`config.mk`:
```
export PLATFORM = sky130hd
export DESIGN_NAME = via_timers_psg_register_port_top
export DESIGN_NICKNAME = d
export VERILOG_FILES = /design/src/vtpsg_pkg.sv /design/src/via_timers_psg_register_port_top.sv
export SDC_FILE = /design/constraint.sdc
export NUM_CORES = 1
export LEC_CHECK = 0
export ABC_AREA = 1
export BUFFER_PORTS_ARGS = -buffer_cell sky130_fd_sc_hd__clkbuf_2
export CORE_ASPECT_RATIO = 0.8
export CORE_MARGIN = 2
export CORE_UTILIZATION = 30
export CTS_CLUSTER_DIAMETER = 150
export CTS_CLUSTER_SIZE = 16
export DETAILED_ROUTE_END_ITERATION = 10
export GPL_ROUTABILITY_DRIVEN = 1
export GPL_TIMING_DRIVEN = 0
export PLACE_DENSITY = 0.49
export SYNTH_ARGS = -nofsm -noshare
export SYNTH_HDL_FRONTEND = slang
export SYNTH_SLANG_ARGS = --single-unit
```
`constraint.sdc`:
```
create_clock -name clock -period 6.2 [get_ports clock]
set_clock_uncertainty 0.1 [all_clocks]
set_input_delay 0.62 -clock clock [delete_from_list [all_inputs] [get_ports clock]]
set_output_delay 0.62 -clock clock [all_outputs]
set_load 0.02 [all_outputs]
```
`src/vtpsg_pkg.sv`:
```
// shared types and constants for the adapter timer and sound bus block
package vtpsg_pkg;

   localparam int NUM_UNITS_DEFAULT = 2;
   localparam int PSG_REG_COUNT = 16;
   localparam int PSG_IDX_W = $clog2(PSG_REG_COUNT);
   localparam int CNT_W = 18;

   typedef enum logic [1:0] {
      CMD_READ  = 2'd0,
      CMD_WRITE = 2'd1,
      CMD_TICK  = 2'd2
   } cmd_type;

   localparam logic [3:0] REG_ORB    = 4'h0;
   localparam logic [3:0] REG_ORA    = 4'h1;
   localparam logic [3:0] REG_DDRB   = 4'h2;
   localparam logic [3:0] REG_DDRA   = 4'h3;
   localparam logic [3:0] REG_T1CL   = 4'h4;
   localparam logic [3:0] REG_T1CH   = 4'h5;
   localparam logic [3:0] REG_T1LL   = 4'h6;
   localparam logic [3:0] REG_T1LH   = 4'h7;
   localparam logic [3:0] REG_T2CL   = 4'h8;
   localparam logic [3:0] REG_T2CH   = 4'h9;
   localparam logic [3:0] REG_SR     = 4'ha;
   localparam logic [3:0] REG_ACR    = 4'hb;
   localparam logic [3:0] REG_PCR    = 4'hc;
   localparam logic [3:0] REG_IFR    = 4'hd;
   localparam logic [3:0] REG_IER    = 4'he;
   localparam logic [3:0] REG_ORA_NH = 4'hf;

   localparam int FLAG_T1_BIT = 6;
   localparam int FLAG_T2_BIT = 5;
   localparam int IRQ_BIT = 7;
   localparam int ACR_T1_FREE_BIT = 6;
   localparam int ACR_T2_PULSE_BIT = 5;
   localparam int FIRED_BIT = 17;

   localparam logic [CNT_W-1:0] CNT_WRAP = 18'h2ffff;

   localparam logic [2:0] BUS_LATCH = 3'd7;
   localparam logic [2:0] BUS_WRITE = 3'd6;
   localparam logic [2:0] BUS_READ  = 3'd5;
   localparam int BUS_RESET_N_BIT = 2;

endpackage

```
`src/via_timers_psg_register_port_top.sv`:
```
// two interface adapters with timers driving sound chip register buses
//
//  channel | ports                                  | moves
//  --------+----------------------------------------+---------------------------
//  req     | req_valid req_stall req_*              | one command word in
//  rsp     | rsp_valid rsp_stall rsp_*              | one result word out
//
//  one word per cycle sustained while rsp_stall is low; a request reaches rsp
//  through the input register, then the state update and result register
//  synchronous reset clears all adapter state and sound registers at once
//  rsp_stall holds the result register and, through req_stall, the input register
module via_timers_psg_register_port_top #(
   parameter int NUM_UNITS = vtpsg_pkg::NUM_UNITS_DEFAULT
) (
   input  logic       clock,
   input  logic       reset,
   input  logic       req_valid,
   output logic       req_stall,
   input  logic [1:0] req_command,
   input  logic       req_unit_select,
   input  logic [3:0] req_reg_index,
   input  logic [7:0] req_write_data,
   output logic       rsp_valid,
   input  logic       rsp_stall,
   output logic [7:0] rsp_read_data,
   output logic       rsp_irq_line,
   output logic       rsp_psg_write,
   output logic       rsp_psg_unit,
   output logic [3:0] rsp_psg_index,
   output logic [7:0] rsp_psg_value,
   output logic       rsp_psg_reset
);

   localparam int CW = vtpsg_pkg::CNT_W;
   localparam int PN = vtpsg_pkg::PSG_REG_COUNT;
   localparam int PW = vtpsg_pkg::PSG_IDX_W;

   // input register
   logic       in_valid_ff;
   logic [1:0] cmd_ff;
   logic       sel_ff;
   logic [3:0] idx_ff;
   logic [7:0] data_ff;

   // result register
   logic          rsp_valid_ff;
   logic [7:0]    rd_ff, rd_in;
   logic          irq_ff, irq_in;
   logic          pw_ff, pw_in;
   logic          pu_ff, pu_in;
   logic [PW-1:0] pi_ff, pi_in;
   logic [7:0]    pv_ff, pv_in;
   logic          pr_ff, pr_in;

   // adapter state
   logic [7:0]    pb_ff   [NUM_UNITS];
   logic [7:0]    pb_in   [NUM_UNITS];
   logic [7:0]    pa_ff   [NUM_UNITS];
   logic [7:0]    pa_in   [NUM_UNITS];
   logic [7:0]    ddrb_ff [NUM_UNITS];
   logic [7:0]    ddrb_in [NUM_UNITS];
   logic [7:0]    ddra_ff [NUM_UNITS];
   logic [7:0]    ddra_in [NUM_UNITS];
   logic [CW-1:0] t1c_ff  [NUM_UNITS];
   logic [CW-1:0] t1c_in  [NUM_UNITS];
   logic [15:0]   t1l_ff  [NUM_UNITS];
   logic [15:0]   t1l_in  [NUM_UNITS];
   logic [CW-1:0] t2c_ff  [NUM_UNITS];
   logic [CW-1:0] t2c_in  [NUM_UNITS];
   logic [15:0]   t2l_ff  [NUM_UNITS];
   logic [15:0]   t2l_in  [NUM_UNITS];
   logic [7:0]    ifr_ff  [NUM_UNITS];
   logic [7:0]    ifr_in  [NUM_UNITS];
   logic [6:0]    ier_ff  [NUM_UNITS];
   logic [6:0]    ier_in  [NUM_UNITS];
   logic [7:0]    acr_ff  [NUM_UNITS];
   logic [7:0]    acr_in  [NUM_UNITS];
   logic [7:0]    pcr_ff  [NUM_UNITS];
   logic [7:0]    pcr_in  [NUM_UNITS];
   logic [7:0]    sr_ff   [NUM_UNITS];
   logic [7:0]    sr_in   [NUM_UNITS];
   logic [7:0]    lat_ff  [NUM_UNITS];
   logic [7:0]    lat_in  [NUM_UNITS];
   logic [7:0]    psg_ff  [NUM_UNITS][PN];
   logic [7:0]    psg_in  [NUM_UNITS][PN];

   logic out_adv;
   logic proc;

   assign out_adv   = !rsp_valid_ff || !rsp_stall;
   assign proc      = in_valid_ff && out_adv;
   assign req_stall = in_valid_ff && !out_adv;

   always_ff @(posedge clock) begin
      if (reset) begin
         in_valid_ff <= 1'b0;
      end else if (!req_stall) begin
         in_valid_ff <= req_valid;
      end
   end

   always_ff @(posedge clock) begin
      if (!req_stall) begin
         cmd_ff  <= req_command;
         sel_ff  <= req_unit_select;
         idx_ff  <= req_reg_index;
         data_ff <= req_write_data;
      end
   end

   always_comb begin
      logic [CW-1:0] c;
      logic [CW-1:0] cm1;
      logic [7:0]    f;
      logic [7:0]    nv;
      logic [7:0]    a;
      logic [7:0]    ra;
      logic [7:0]    rv;
      logic [2:0]    pvb;
      logic          hit;

      c   = '0;
      cm1 = '0;
      f   = '0;
      nv  = '0;
      a   = '0;
      ra  = '0;
      rv  = '0;
      pvb = '0;
      hit = 1'b0;

      rd_in  = '0;
      irq_in = 1'b0;
      pw_in  = 1'b0;
      pu_in  = 1'b0;
      pi_in  = '0;
      pv_in  = '0;
      pr_in  = 1'b0;

      for (int u = 0; u < NUM_UNITS; u++) begin
         pb_in[u]   = pb_ff[u];
         pa_in[u]   = pa_ff[u];
         ddrb_in[u] = ddrb_ff[u];
         ddra_in[u] = ddra_ff[u];
         t1c_in[u]  = t1c_ff[u];
         t1l_in[u]  = t1l_ff[u];
         t2c_in[u]  = t2c_ff[u];
         t2l_in[u]  = t2l_ff[u];
         ier_in[u]  = ier_ff[u];
         acr_in[u]  = acr_ff[u];
         pcr_in[u]  = pcr_ff[u];
         sr_in[u]   = sr_ff[u];
         lat_in[u]  = lat_ff[u];
         psg_in[u]  = psg_ff[u];
         f          = ifr_ff[u];
         hit        = proc && (int'(sel_ff) == u);

         if (proc && cmd_ff == vtpsg_pkg::CMD_TICK) begin
            // timer 1
            c = t1c_ff[u];
            if (c[CW-2:0] != '0) begin
               c = c - CW'(1);
            end else if (acr_ff[u][vtpsg_pkg::ACR_T1_FREE_BIT]) begin
               f[vtpsg_pkg::FLAG_T1_BIT] = 1'b1;
               c = (t1l_ff[u] == 16'h0) ? CW'(1) : CW'(t1l_ff[u]);
            end else begin
               if (!c[vtpsg_pkg::FIRED_BIT]) begin
                  f[vtpsg_pkg::FLAG_T1_BIT] = 1'b1;
               end
               c = vtpsg_pkg::CNT_WRAP;
            end
            t1c_in[u] = c;
            // timer 2
            c = t2c_ff[u];
            if (!acr_ff[u][vtpsg_pkg::ACR_T2_PULSE_BIT]) begin
               if (c[CW-2:0] != '0) begin
                  c = c - CW'(1);
               end else begin
                  if (!c[vtpsg_pkg::FIRED_BIT]) begin
                     f[vtpsg_pkg::FLAG_T2_BIT] = 1'b1;
                  end
                  c = vtpsg_pkg::CNT_WRAP;
               end
            end
            t2c_in[u] = c;
         end else if (hit && cmd_ff == vtpsg_pkg::CMD_READ) begin
            case (idx_ff)
               vtpsg_pkg::REG_ORB: rd_in = pb_ff[u];
               vtpsg_pkg::REG_ORA, vtpsg_pkg::REG_ORA_NH: rd_in = pa_ff[u];
               vtpsg_pkg::REG_DDRB: rd_in = ddrb_ff[u];
               vtpsg_pkg::REG_DDRA: rd_in = ddra_ff[u];
               vtpsg_pkg::REG_T1CL: begin
                  cm1 = t1c_ff[u] - CW'(1);
                  rd_in = cm1[7:0];
                  f[vtpsg_pkg::FLAG_T1_BIT] = 1'b0;
               end
               vtpsg_pkg::REG_T1CH: begin
                  cm1 = t1c_ff[u] - CW'(1);
                  rd_in = cm1[15:8];
               end
               vtpsg_pkg::REG_T1LL: rd_in = t1l_ff[u][7:0];
               vtpsg_pkg::REG_T1LH: rd_in = t1l_ff[u][15:8];
               vtpsg_pkg::REG_T2CL: begin
                  cm1 = t2c_ff[u] - CW'(1);
                  rd_in = cm1[7:0];
                  f[vtpsg_pkg::FLAG_T2_BIT] = 1'b0;
               end
               vtpsg_pkg::REG_T2CH: begin
                  cm1 = t2c_ff[u] - CW'(1);
                  rd_in = cm1[15:8];
               end
               vtpsg_pkg::REG_SR:  rd_in = sr_ff[u];
               vtpsg_pkg::REG_ACR: rd_in = acr_ff[u];
               vtpsg_pkg::REG_PCR: rd_in = pcr_ff[u];
               vtpsg_pkg::REG_IFR: rd_in = ifr_ff[u];
               default:            rd_in = {1'b0, ier_ff[u]};
            endcase
         end else if (hit && cmd_ff == vtpsg_pkg::CMD_WRITE) begin
            case (idx_ff)
               vtpsg_pkg::REG_ORB: begin
                  nv = (data_ff & ddrb_ff[u]) | (pb_ff[u] & ~ddrb_ff[u]);
                  if (nv != pb_ff[u]) begin
                     if (!nv[vtpsg_pkg::BUS_RESET_N_BIT]) begin
                        // sound chip reset
                        for (int k = 0; k < PN; k++) begin
                           psg_in[u][k] = 8'h00;
                        end
                        lat_in[u] = 8'h00;
                        pr_in     = 1'b1;
                        pu_in     = sel_ff;
                     end else begin
                        pvb = pb_ff[u][2:0];
                        a   = lat_ff[u];
                        if (pvb == vtpsg_pkg::BUS_LATCH) begin
                           lat_in[u] = pa_ff[u];
                        end else if (pvb == vtpsg_pkg::BUS_WRITE && a[7:PW] == '0) begin
                           psg_in[u][a[PW-1:0]] = pa_ff[u];
                           pw_in = 1'b1;
                           pu_in = sel_ff;
                           pi_in = a[PW-1:0];
                           pv_in = pa_ff[u];
                        end
                        if (nv[2:0] == vtpsg_pkg::BUS_READ) begin
                           ra = lat_in[u];
                           rv = (ra[7:PW] == '0) ? psg_in[u][ra[PW-1:0]] : 8'h00;
                           pa_in[u] = (pa_ff[u] & ddra_ff[u]) | (rv & ~ddra_ff[u]);
                        end
                     end
                  end
                  pb_in[u] = nv;
               end
               vtpsg_pkg::REG_ORA, vtpsg_pkg::REG_ORA_NH: begin
                  pa_in[u] = (data_ff & ddra_ff[u]) | (pa_ff[u] & ~ddra_ff[u]);
               end
               vtpsg_pkg::REG_DDRB: ddrb_in[u] = data_ff;
               vtpsg_pkg::REG_DDRA: ddra_in[u] = data_ff;
               vtpsg_pkg::REG_T1CL, vtpsg_pkg::REG_T1LL: t1l_in[u][7:0] = data_ff;
               vtpsg_pkg::REG_T1CH: begin
                  t1l_in[u][15:8] = data_ff;
                  t1c_in[u] = CW'({data_ff, t1l_ff[u][7:0]}) + CW'(1);
                  f[vtpsg_pkg::FLAG_T1_BIT] = 1'b0;
               end
               vtpsg_pkg::REG_T1LH: begin
                  t1l_in[u][15:8] = data_ff;
                  f[vtpsg_pkg::FLAG_T1_BIT] = 1'b0;
               end
               vtpsg_pkg::REG_T2CL: t2l_in[u][7:0] = data_ff;
               vtpsg_pkg::REG_T2CH: begin
                  t2l_in[u][15:8] = data_ff;
                  t2c_in[u] = CW'({data_ff, t2l_ff[u][7:0]}) + CW'(1);
                  f[vtpsg_pkg::FLAG_T2_BIT] = 1'b0;
               end
               vtpsg_pkg::REG_SR:  sr_in[u]  = data_ff;
               vtpsg_pkg::REG_ACR: acr_in[u] = data_ff;
               vtpsg_pkg::REG_PCR: pcr_in[u] = data_ff;
               vtpsg_pkg::REG_IFR: f = f & ~data_ff;
               default: begin
                  if (data_ff[7]) begin
                     ier_in[u] = ier_ff[u] | data_ff[6:0];
                  end else begin
                     ier_in[u] = ier_ff[u] & ~data_ff[6:0];
                  end
               end
            endcase
         end

         // summary bit follows the enabled flags
         f[vtpsg_pkg::IRQ_BIT] = |(f[6:0] & ier_in[u]);
         ifr_in[u] = f;
         irq_in = irq_in | f[vtpsg_pkg::IRQ_BIT];
      end
   end

   always_ff @(posedge clock) begin
      if (reset) begin
         for (int u = 0; u < NUM_UNITS; u++) begin
            pb_ff[u]   <= '0;
            pa_ff[u]   <= '0;
            ddrb_ff[u] <= '0;
            ddra_ff[u] <= '0;
            t1c_ff[u]  <= '0;
            t1l_ff[u]  <= '0;
            t2c_ff[u]  <= '0;
            t2l_ff[u]  <= '0;
            ifr_ff[u]  <= '0;
            ier_ff[u]  <= '0;
            acr_ff[u]  <= '0;
            pcr_ff[u]  <= '0;
            sr_ff[u]   <= '0;
            lat_ff[u]  <= '0;
            for (int k = 0; k < PN; k++) begin
               psg_ff[u][k] <= '0;
            end
         end
      end else if (proc) begin
         for (int u = 0; u < NUM_UNITS; u++) begin
            pb_ff[u]   <= pb_in[u];
            pa_ff[u]   <= pa_in[u];
            ddrb_ff[u] <= ddrb_in[u];
            ddra_ff[u] <= ddra_in[u];
            t1c_ff[u]  <= t1c_in[u];
            t1l_ff[u]  <= t1l_in[u];
            t2c_ff[u]  <= t2c_in[u];
            t2l_ff[u]  <= t2l_in[u];
            ifr_ff[u]  <= ifr_in[u];
            ier_ff[u]  <= ier_in[u];
            acr_ff[u]  <= acr_in[u];
            pcr_ff[u]  <= pcr_in[u];
            sr_ff[u]   <= sr_in[u];
            lat_ff[u]  <= lat_in[u];
            for (int k = 0; k < PN; k++) begin
               psg_ff[u][k] <= psg_in[u][k];
            end
         end
      end
   end

   always_ff @(posedge clock) begin
      if (reset) begin
         rsp_valid_ff <= 1'b0;
      end else if (out_adv) begin
         rsp_valid_ff <= in_valid_ff;
      end
   end

   always_ff @(posedge clock) begin
      if (proc) begin
         rd_ff  <= rd_in;
         irq_ff <= irq_in;
         pw_ff  <= pw_in;
         pu_ff  <= pu_in;
         pi_ff  <= pi_in;
         pv_ff  <= pv_in;
         pr_ff  <= pr_in;
      end
   end

   assign rsp_valid     = rsp_valid_ff;
   assign rsp_read_data = rd_ff;
   assign rsp_irq_line  = irq_ff;
   assign rsp_psg_write = pw_ff;
   assign rsp_psg_unit  = pu_ff;
   assign rsp_psg_index = pi_ff;
   assign rsp_psg_value = pv_ff;
   assign rsp_psg_reset = pr_ff;

endmodule

```
==> metrics.yaml <==
htree_levels: 2
cp_max_fo: 77
start_kind: "flop"
detail_route.wl_per_cell_um: 23.9
first_global_vias: 30100
rows: 112
syn_to_final_growth_pct: 10.3
grt_remaining_overflow: 0
dp_hpwl_um: 109000
tightest_slew_ps: 1330
grt_max_degree: 78
clk-insertion-delay-late_ps: 650
crit_arrival_ps: 5070
outcome: "finished clean"
seq_area_frac_synth_pct: 49.0
finalHoldViolCount: 0
yosysWarnings: 0
place.gp.congestion: 0.972
async_flop_share_pct: 0
worstHoldPathType: "in2reg"
initialDrtViolationCount: 4325
synthFlopType: "edfxtp_1"
rsz0062_at_grt: "no"
initial_utilization_pct: 30.2
setup-tns-final_ps: 0
p_per_area_mw_per_mm2: 235
tritoncts: "done"
synth_edf_count: 573
postCtsHoldBufs: 0
maxCapViolCount: 0
antenna_found_initial: 7
place_ws_ps: 339
maxSlewHeadroom_pct: 11.2
num-fill-cells: 12500
place.port_buffers: 44
regArea_sq_mm: 0.0172
coreArea_sq_mm: 0.116
grt_pass1_wl_um: 212000
dieArea_sq_mm: 0.120
timing.hold.ws_ps: 76.1
leakage_nw: 15.8
cts_root_buf: "clkbuf_16"
multi_input_area_sq_mm: 0.0153
cts_buffer_depth: 3
die_y_um: 310
max_freq_mhz: 205
synth_area_sq_mm: 0.0352
cts_resized: 0
postSynthCellCount: 4536
synth.ff_latch_count: 575
vdd_ir_drop_max_mv: 0.166
ant_nets: 0
crit_path_end_kind: "flop"
drc: 0
drt_first_pass_iters: 6
cts_sinks: 575
ys_types: 56
num_vias: 33400
fin_crit_ps: 4880
post-cts-setup-buffer-count: 0
maxSlewViolCount: 0
grt_util_all_layers_pct: 24.0
nNetsFinal: 4673
drive_above_1_share_pct: 6.39
setup_violations: 0
fin_crit_sh_pct: 78.7
worstPathRequired_ps: 6390
clkTransAtPathRegs_ps: 80
fin_ws_ps: 1320
drt-total-wl_um: 148000
die_w_um: 387
syn_nets: 4569
cts_made_buffers: 41
viasPerCell: 5.40
io_pins: 45
worstSetupPathType: "reg2reg"
syn_area_per_cell_sq_um: 7.76
-- stage by stage --
step	power (mW)	util, %	instance area (sq um)	cells
finish	9.13	33.3	38800	6188
global route	9.45	33.3	38800	6186
CTS	9.14	33.3	38800	6183
detailed placement	6.47	32.4	37700	6133
global placement	6.47	32.1	37300	6119
floorplan	5.78	-	35200	4536
-- registers in the layout, indices dropped and copies added (netlist names), 8 cells and up --
register / cells
sr_ff: 16
t2c_ff: 36
ddrb_ff: 16
ier_ff: 14
t1l_ff: 32
psg_ff: 256
pb_ff: 16
t1c_ff: 36
data_ff: 8
rsp_read_data: 8
rsp_psg_value: 8
acr_ff: 16
t2l_ff: 16
pa_ff: 16
ifr_ff: 16
ddra_ff: 16
pcr_ff: 16
lat_ff: 16
-- placed cells by master (no fill, tap or decap), types with 6 or more instances in the layout --
cell / count
o21ai_0: 180
o22ai_1: 20
nand2_1: 1159
nor2_1: 566
edfxtp_1: 573
xnor2_1: 26
xor2_1: 58
buf_4: 17
a22oi_1: 6
inv_1: 440
buf_8: 9
buf_1: 13
nor3_1: 44
o211ai_1: 19
a211oi_1: 7
a31oi_1: 8
nor2_2: 32
nand2_2: 11
o221ai_1: 16
a221oi_1: 9
nor4_1: 13
buf_2: 75
nand3_1: 802
clkbuf_2: 44
clkinv_1: 18
a21oi_1: 153
o21ai_2: 8
or2_2: 22
clkbuf_16: 41
inv_2: 14
clkbuf_1: 115
o21ai_1: 11
buf_16: 6
nand4_1: 39
nand3b_1: 8
ha_1: 14
-- critical path: stages, from the launching register on --
cell and delay [ps]:
dfxtp_1 310, inv_1 70, a21oi_4 450, buf_12 260
nand4_2 230, inv_1 390, buf_4 300, nor2_1 250
nor2_1 750, o21ai_0 440, inv_6 450, buf_16 390
-- layout make-up --
type | instances | area share, %
Antenna cell | 2 | 0.0129
Sequential cell | 575 | 44.4
Multi-Input combinational cell | 3274 | 39.3
Tap cell | 1539 | 4.96
Buffer | 213 | 2.48
Clock buffer | 48 | 2.71
Clock inverter | 2 | 0.0451
Inverter | 474 | 4.61
Timing Repair Buffer | 61 | 1.41
-- worst paths after layout --
path                                 endpoint                      from  slack, ps  depth (start not counted)
setup reg to reg  psg_ff[1][36]$_SDFFCE_PN0P_  in_valid_ff$_SDFFE_PP0N_       1320                         11
hold / removal           data_ff[2]$_DFFE_PN_         req_write_data[2]         80                          1
hold reg to reg        rsp_valid$_SDFFE_PP0N_    rsp_valid$_SDFFE_PP0N_        430                          2
setup / recovery  psg_ff[1][36]$_SDFFCE_PN0P_  in_valid_ff$_SDFFE_PP0N_       1320                         11
-- cells in the mapped netlist, types with 19 or more instances --
cell | number | area (sq um)
clkbuf_1 | 108 | 405
o22ai_1 | 20 | 125
xnor2_1 | 26 | 228
a21oi_1 | 153 | 766
nand4_1 | 39 | 244
nor2_2 | 22 | 138
o211ai_1 | 19 | 143
nor3_1 | 45 | 225
edfxtp_1 | 573 | 17200
xor2_1 | 58 | 508
o21ai_0 | 182 | 911
nand3_1 | 802 | 4010
inv_1 | 443 | 1660
nor2_1 | 576 | 2160
nand2_1 | 1159 | 4350
or2_2 | 22 | 138
buf_2 | 74 | 370
-- power breakdown --
group | internal (mW) | switching, mW | leakage, nW | total [mW]
registers | 4.58 | 0.176 | 5.88 | 4.76
clock network | 1.20 | 1.48 | 0.523 | 2.68
logic | 0.416 | 1.27 | 9.42 | 1.69
total | 6.20 | 2.93 | 15.8 | 9.13
-- logic make-up (layout without fill, tap and decap cells) --
logic type	Yosys count	after routing	share of synthesized area [%]
simple gates	2704	2704	32.8
buf+inv	687	798	7.79
flops	575	575	49.0
compound gates	472	472	7.78
xor+xnor	84	84	2.09
fa+ha+maj	14	14	0.498
other cells	0	2	0
-- routing by layer --
| metal | part of all wire [%] | wire length (um) | vias to the layer above | global-route usage [%] |
|---|---|---|---|---|
| li1 | - | - | 15400 | - |
| met1 | 47 | 69600 | 16100 | 36.7 |
| met2 | 40 | 58600 | 1666 | 33.5 |
| met3 | 11 | 16000 | 202 | 5.28 |
| met4 | 2.6 | 3860 | 6 | 6.25 |
| met5 | 0.021 | 31 | - | 0 |
Note: power is estimated with default switching activity, not from simulation.
